### config.mk
export PLATFORM = sky130hd
export DESIGN_NAME = longest_free_slot_run_finder
export DESIGN_NICKNAME = d
export VERILOG_FILES = /design/src/hw/rtl/lfsrf_pkg.sv /design/src/hw/rtl/longest_free_slot_run_finder.sv
export SDC_FILE = /design/constraint.sdc
export NUM_CORES = 2
export LEC_CHECK = 0
export BUFFER_PORTS_ARGS = -buffer_cell sky130_fd_sc_hd__buf_2
export CAP_MARGIN = 10
export CELL_PAD_IN_SITES_DETAIL_PLACEMENT = 1
export CELL_PAD_IN_SITES_GLOBAL_PLACEMENT = 2
export CORE_ASPECT_RATIO = 1.2
export CORE_MARGIN = 2
export CORE_UTILIZATION = 41
export DETAILED_ROUTE_END_ITERATION = 6
export PLACE_DENSITY = 0.74
export SYNTH_ARGS = -nofsm -noshare
export SYNTH_HDL_FRONTEND = slang
export SYNTH_SLANG_ARGS = --single-unit
### constraint.sdc
create_clock -name clock -period 24.1 [get_ports clock]
set_input_delay 3.615 -clock clock [delete_from_list [all_inputs] [get_ports clock]]
set_output_delay 3.615 -clock clock [all_outputs]
set_load 0.01 [all_outputs]
### src/hw/rtl/lfsrf_pkg.sv
// Shared constants, codes and state type for the longest free slot run finder.
package lfsrf_pkg;

   // Number of minute slots in the bitmap.
   localparam int unsigned SLOTS = 1440;

   // Width of a slot index or slot count. It also holds the slot count itself.
   localparam int unsigned SLOT_W = $clog2(SLOTS + 1);

   localparam int unsigned KIND_W = 2;
   localparam int unsigned REQ_DATA_W = ((2 * SLOT_W + 7) / 8) * 8;
   localparam int unsigned RSP_DATA_W = ((2 * SLOT_W + 7) / 8) * 8;

   localparam logic [SLOT_W-1:0] SLOT_COUNT = SLOT_W'(SLOTS);
   localparam logic [SLOT_W-1:0] LAST_SLOT  = SLOT_W'(SLOTS - 1);

   // Request kinds.
   localparam logic [KIND_W-1:0] KIND_MARK_FREE = 2'd0;
   localparam logic [KIND_W-1:0] KIND_MARK_BUSY = 2'd1;
   localparam logic [KIND_W-1:0] KIND_SCAN      = 2'd2;

   typedef enum logic [2:0] {
      ST_CLEAR,
      ST_IDLE,
      ST_MARK,
      ST_SCAN,
      ST_DRAIN,
      ST_DONE
   } state_type;

endpackage

### src/hw/rtl/longest_free_slot_run_finder.sv
// Top level of the longest free slot run finder: bitmap memory, sequencer and scan unit.

// The block keeps one bit per minute slot of a day (1440 slots) in a single-port
// bitmap memory, every slot busy after reset. Right after reset the block sweeps
// the memory to clear it, one slot per cycle, and holds req_tready low during the
// sweep. A mark transfer (kind 0 for free, kind 1 for busy) writes one slot per
// cycle over the clamped half-open range and occupies the block until the range is
// written; an empty or reversed range, and the unused kind 3, leave the block idle
// and ready. A scan transfer (kind 2) reads every slot through the memory's one
// registered read port, one slot per cycle, and feeds a single run-length counter
// and compare unit; the block then drains the read pipeline and loads the result
// register to raise rsp_tvalid. The block takes one item at a time and is ready
// again once the item's work ends; a finished scan result waits in the output
// register while the next item is accepted, and a later scan holds its result
// until the earlier one has been taken. The scan reports the earliest of the
// longest runs of free slots as a start and an exclusive end, or raises the alarm
// flag with both fields zero when no slot is free. Range fields are clamped to the
// slot count and ignored on a scan.
module longest_free_slot_run_finder (
   input  logic                                  clock,
   input  logic                                  reset,
   input  logic                                  req_tvalid,
   output logic                                  req_tready,
   // Bits from the lowest up: range_start, range_end, zero fill.
   input  logic [lfsrf_pkg::REQ_DATA_W-1:0]      req_tdata,
   // Bits: kind.
   input  logic [lfsrf_pkg::KIND_W-1:0]          req_tuser,
   output logic                                  rsp_tvalid,
   input  logic                                  rsp_tready,
   // Bits from the lowest up: free_start, free_end, zero fill.
   output logic [lfsrf_pkg::RSP_DATA_W-1:0]      rsp_tdata,
   // Bits: alarm.
   output logic [0:0]                            rsp_tuser
);
   import lfsrf_pkg::*;

   state_type state_ff, state_in;

   logic [SLOT_W-1:0] idx_ff, idx_in;
   logic [SLOT_W-1:0] end_ff;
   logic              val_ff;

   // Bitmap memory and its registered read port.
   logic              slot_free_ff [SLOTS];
   logic              rd_data_ff;
   logic              rd_valid_ff;
   logic [SLOT_W-1:0] rd_idx_ff;

   // Scan accumulators.
   logic [SLOT_W-1:0] run_len_ff, run_start_ff;
   logic [SLOT_W-1:0] best_len_ff, best_start_ff;
   logic [SLOT_W-1:0] run_len_next;

   // Result register.
   logic              rsp_valid_ff;
   logic              rsp_alarm_ff;
   logic [SLOT_W-1:0] rsp_start_ff, rsp_end_ff;

   logic [SLOT_W-1:0] req_start, req_end;
   logic [SLOT_W-1:0] clamp_start, clamp_end;
   logic              req_fire;
   logic              range_ok;

   logic              wr_en;
   logic              wr_val;
   logic              rd_en;
   logic              load_rsp;
   logic              scan_init;

   assign req_start   = req_tdata[SLOT_W-1:0];
   assign req_end     = req_tdata[2*SLOT_W-1:SLOT_W];
   assign clamp_start = (req_start > SLOT_COUNT) ? SLOT_COUNT : req_start;
   assign clamp_end   = (req_end > SLOT_COUNT) ? SLOT_COUNT : req_end;
   assign range_ok    = clamp_start < clamp_end;
   assign req_fire    = req_tvalid && req_tready;

   // Next state.
   always_comb begin
      state_in = state_ff;
      case (state_ff)
         ST_CLEAR: begin
            if (idx_ff == LAST_SLOT) state_in = ST_IDLE;
         end
         ST_IDLE: begin
            if (req_tvalid) begin
               if ((req_tuser == KIND_MARK_FREE || req_tuser == KIND_MARK_BUSY) && range_ok) begin
                  state_in = ST_MARK;
               end else if (req_tuser == KIND_SCAN) begin
                  state_in = ST_SCAN;
               end
            end
         end
         ST_MARK: begin
            if ((idx_ff + SLOT_W'(1)) == end_ff) state_in = ST_IDLE;
         end
         ST_SCAN: begin
            if (idx_ff == LAST_SLOT) state_in = ST_DRAIN;
         end
         ST_DRAIN: begin
            state_in = ST_DONE;
         end
         ST_DONE: begin
            if (!rsp_valid_ff || rsp_tready) state_in = ST_IDLE;
         end
         default: begin
            state_in = ST_CLEAR;
         end
      endcase
   end

   // Sequencer outputs.
   always_comb begin
      req_tready = 1'b0;
      wr_en      = 1'b0;
      wr_val     = 1'b0;
      rd_en      = 1'b0;
      load_rsp   = 1'b0;
      case (state_ff)
         ST_CLEAR: begin
            wr_en = 1'b1;
         end
         ST_IDLE: begin
            req_tready = 1'b1;
         end
         ST_MARK: begin
            wr_en  = 1'b1;
            wr_val = val_ff;
         end
         ST_SCAN: begin
            rd_en = 1'b1;
         end
         ST_DRAIN: begin
         end
         ST_DONE: begin
            load_rsp = !rsp_valid_ff || rsp_tready;
         end
         default: begin
         end
      endcase
   end

   assign scan_init = req_fire && (req_tuser == KIND_SCAN);

   // Slot index: start of the range on a mark, zero on a scan, then one step a cycle while writing or reading.
   always_comb begin
      idx_in = idx_ff;
      if (req_fire) begin
         idx_in = (req_tuser == KIND_SCAN) ? '0 : clamp_start;
      end else if (wr_en || rd_en) begin
         idx_in = idx_ff + SLOT_W'(1);
      end
   end

   always_ff @(posedge clock) begin
      if (reset) begin
         state_ff     <= ST_CLEAR;
         idx_ff       <= '0;
         rd_valid_ff  <= 1'b0;
         rsp_valid_ff <= 1'b0;
      end else begin
         state_ff    <= state_in;
         idx_ff      <= idx_in;
         rd_valid_ff <= rd_en;
         if (load_rsp) begin
            rsp_valid_ff <= 1'b1;
         end else if (rsp_tready) begin
            rsp_valid_ff <= 1'b0;
         end
      end
   end

   always_ff @(posedge clock) begin
      if (req_fire) begin
         end_ff <= clamp_end;
         val_ff <= (req_tuser == KIND_MARK_FREE);
      end
   end

   // Bitmap memory: one write or one registered read per cycle.
   always_ff @(posedge clock) begin
      if (wr_en) begin
         slot_free_ff[idx_ff] <= wr_val;
      end
      if (rd_en) begin
         rd_data_ff <= slot_free_ff[idx_ff];
      end
      rd_idx_ff <= idx_ff;
   end

   // Run-length unit: one slot per cycle, a single increment and compare.
   assign run_len_next = run_len_ff + SLOT_W'(1);

   always_ff @(posedge clock) begin
      if (scan_init) begin
         run_len_ff    <= '0;
         run_start_ff  <= '0;
         best_len_ff   <= '0;
         best_start_ff <= '0;
      end else if (rd_valid_ff) begin
         if (rd_data_ff) begin
            run_len_ff <= run_len_next;
            // A strictly longer run replaces the best, so ties keep the earliest.
            if (run_len_next > best_len_ff) begin
               best_len_ff   <= run_len_next;
               best_start_ff <= run_start_ff;
            end
         end else begin
            run_len_ff   <= '0;
            run_start_ff <= rd_idx_ff + SLOT_W'(1);
         end
      end
   end

   always_ff @(posedge clock) begin
      if (load_rsp) begin
         rsp_alarm_ff <= (best_len_ff == '0);
         if (best_len_ff == '0) begin
            rsp_start_ff <= '0;
            rsp_end_ff   <= '0;
         end else begin
            rsp_start_ff <= best_start_ff;
            rsp_end_ff   <= best_start_ff + best_len_ff;
         end
      end
   end

   assign rsp_tvalid = rsp_valid_ff;
   assign rsp_tuser  = rsp_alarm_ff;
   assign rsp_tdata  = {{(RSP_DATA_W - 2*SLOT_W){1'b0}}, rsp_end_ff, rsp_start_ff};

`ifndef SYNTHESIS
   a_read_only_in_scan: assert property (@(posedge clock) disable iff (reset)
      rd_valid_ff |-> (state_ff == ST_SCAN || state_ff == ST_DRAIN))
      else $error("read data arrived outside a scan");

   a_mark_in_range: assert property (@(posedge clock) disable iff (reset)
      (state_ff == ST_MARK) |-> (idx_ff < end_ff && end_ff <= SLOT_COUNT))
      else $error("mark index left its range");

   a_best_fits: assert property (@(posedge clock) disable iff (reset)
      (state_ff == ST_DONE) |->
         (({1'b0, best_start_ff} + {1'b0, best_len_ff}) <= {1'b0, SLOT_COUNT}))
      else $error("best run extends past the last slot");

   a_best_covers_run: assert property (@(posedge clock) disable iff (reset)
      (state_ff == ST_DONE) |-> (run_len_ff <= best_len_ff))
      else $error("current run longer than best run");

   a_alarm_zero_fields: assert property (@(posedge clock) disable iff (reset)
      (rsp_valid_ff && rsp_alarm_ff) |-> (rsp_start_ff == '0 && rsp_end_ff == '0))
      else $error("alarm result carries nonzero fields");
`endif

endmodule
==> results.yml <==
status:
  status: "finished clean"
finish:
  nets: 5187
  mostFrequentLayoutCells: "1511 x nor2_1, 1476 x edfxtp_1, 663 x mux2i_1"
  drive_gt1_frac: 0.0887
  final_util: 0.454
  final_common_cell: "nor2_1"
  num-fill-cells: 16773
  n_antenna_cell: 0
  design_area_sq_um: 74500
  syn2layout_area_growth_pct: 10.4
place:
  place_area_sq_um: 69500
  port_buffers: 52
  dp_slack_ps: 17010
  dp_hpwl_microns: 110000
  routabilityCongestion: 0.776
worst_setup_path:
  r2r-end: "rd_data_ff"
  required_ps: 24540
  path_cells: "buf_4, buf_4, buf_4, mux2i_1, o22ai_1, nor4_1, nand2_1, a22oi_1, nand4_1, nand2_1, nand3_1"
  cp_num_cells: 11
  crit_slowest_cell: "dfxtp_4"
  startpoint: "idx_ff[1]"
  path_buf_inv: 3
  r2r_cells: 11
  cp-start-kind: "register"
  arrival_ps: 6660
  critPathKind: "reg -> reg"
  worst_path_largest_cell_delay_ps: 960
  reg2reg_from: "idx_ff[1]"
  crit_family: "buffers and inverters"
  crit_fanout: 53
  cp_common_cell: "buf_4"
  worstSetupEndpoint: "rd_data_ff"
  rrSetupSlack_ps: 17880
  endpoint_kind: "register"
timing:
  setup-tns-final_ps: 0
  finalCritPeriodShare: 0.258
  min_period_ps: 6220
  drv_slew: 0
  finalHoldViolCount: 0
  fin_worst_skew_ps: 25.7
  timing.final.ws_setup_ps: 17880
  rsz0062_at_grt: "no"
  setup_viol: 0
  tightest_slew_ps: 1230
  fmax_mhz: 161
  slew_headroom: 0.180
cts:
  cts_root_buffer: "clkbuf_16"
  clock_latency_ps: 820
  clk_path_buf_depth: 3
  htreeDepth: 4
  path_clk_slew_ps: 60
  clock-sinks: 1547
  holdBufCountCts: 0
  cts_tree: "built"
  cts_made_buffers: 160
  post_cts_buffers: 0
  ctsResizeCount: 0
yosys:
  synth_edf_count: 1476
  synth-seq-cells: 1547
  ys_seq_area_frac: 0.678
  synth-main-ff-cell: "edfxtp_1"
  ys_warn_count: 0
  synth_cells: 5281
  syn-cell-area_sq_um: 67500
  ys_types: 63
  avgSynthCellArea_sq_um: 12.8
  async_flop_share: 0
drt:
  drc: 0
  drt-wirelength-per-cell_microns: 29.2
  drt-total-wl_microns: 216000
  vias: 43378
  routed_via_density: 5.87
  drt-initial-drc-count: 4289
  ant_nets: 0
  drtPass1Iterations: 5
run:
  maxCapViolCount: 0
floorplanning:
  die_x_microns: 374
  fp.dieArea_sq_um: 168000
  core_sq_um: 164000
  rows: 163
  die_y_microns: 448
  start_util: 0.412
  io_pins: 57
min_path:
  hp-class: "reg -> reg"
grt:
  antenna_found_initial: 2
  grt_max_degree: 253
  grt-ovfl-total: 0
  track_usage: 0.254
  grt_pass1_wl_microns: 309000
  grt_pass1_vias: 44190
power:
  peakVddDrop_uv: 72.8
  leakage_nw: 23.1
  powerDensity_nw_per_um2: 75.1
==> how the worst min path moves through the flow <==
stage | start | endpoint | slack (ps) | cells past startpoint
2_1_floorplan | idx_ff[2] | rd_idx_ff[2] | 330 | 0
3_3_place_gp | run_start_ff[3] | best_start_ff[3] | 450 | 2
3_5_place_dp | run_start_ff[9] | best_start_ff[9] | 450 | 2
4_1_cts | run_start_ff[9] | best_start_ff[9] | 460 | 2
5_1_grt | run_start_ff[4] | best_start_ff[4] | 480 | 2
6_report | run_start_ff[9] | best_start_ff[9] | 460 | 2
==> cell families after synthesis <==
group | after synthesis | synth area share
AO/OA/AOI/OAI | 491 | 0.0467
multiplexers | 704 | 0.112
other | 1 | 0.0000556
XOR/XNOR | 44 | 0.00571
buffers and inverters | 518 | 0.0336
adder cells (fa/ha/maj) | 38 | 0.00716
flip-flops | 1547 | 0.678
AND/OR/NAND/NOR | 1938 | 0.117
==> cells in the mapped netlist, drive strengths merged, types with 34 or more instances <==
cell type	n	area share
nand3	35	0.0026
nand2	184	0.010
a211oi	35	0.0039
mux2i	663	0.098
clkbuf	307	0.017
nor4	76	0.0070
a21oi	34	0.0025
inv	37	0.0021
ha	37	0.0069
o22ai	321	0.030
buf	173	0.014
nor2	1513	0.084
dfxtp	71	0.021
edfxtp	1476	0.66
mux4	38	0.013
==> metal layers <==
layer / wire length (microns) / GRT usage / up-vias / share of wire
li1: - / - / 18751 / -
met1: 87500 / 0.323 / 22863 / 0.41
met2: 109000 / 0.447 / 1416 / 0.51
met3: 12600 / 0.0328 / 348 / 0.058
met4: 6690 / 0.0865 / 0 / 0.031
met5: 0 / 0 / - / 0
==> registers in the layout, summed over array words and instances, names as in the netlist <==
register       cells
rsp_start_ff      11
run_start_ff      11
slot_free_ff    1440
rd_data_ff         1
rsp_tvalid         1
end_ff            11
rd_idx_ff         11
idx_ff            11
rsp_tuser          1
rd_valid_ff        1
run_len_ff        11
best_len_ff       11
state_ff           3
best_start_ff     11
val_ff             1
rsp_end_ff        11
==> through the flow <==
stage               power (mW)  cells  hold WS (ps)
floorplan                 3.15   5282           326
global placement          3.24   7102           452
detailed placement        3.24   7102           453
CTS                       5.63   7390           462
global route              5.73   7390           483
finish                    5.60   7390           458
==> report_power, final <==
group,leakage (nW),internal (mW),switching (mW)
registers,14.2,2.90,0.0104
clock network,2.41,1.37,1.04
logic,6.48,0.0967,0.173
==> final cells by class <==
cell class	instances	area, sq um	area share
Clock inverter	77	599	0.00804
Tap cell	2145	2680	0.0360
Multi-Input combinational cell	3217	19900	0.267
Clock buffer	211	4390	0.0588
Sequential cell	1547	45800	0.614
Inverter	38	143	0.00191
Timing Repair Buffer	155	1070	0.0144
==> worst register-to-register path, cell delays in order (launching register included) <==
cell and delay, ps:
dfxtp_4 960, buf_4 800, buf_4 920, buf_4 910
mux2i_1 360, o22ai_1 120, nor4_1 440, nand2_1 120
a22oi_1 300, nand4_1 320, nand2_1 310, nand3_1 320
No activity file was read; power rests on OpenSTA's default activity.
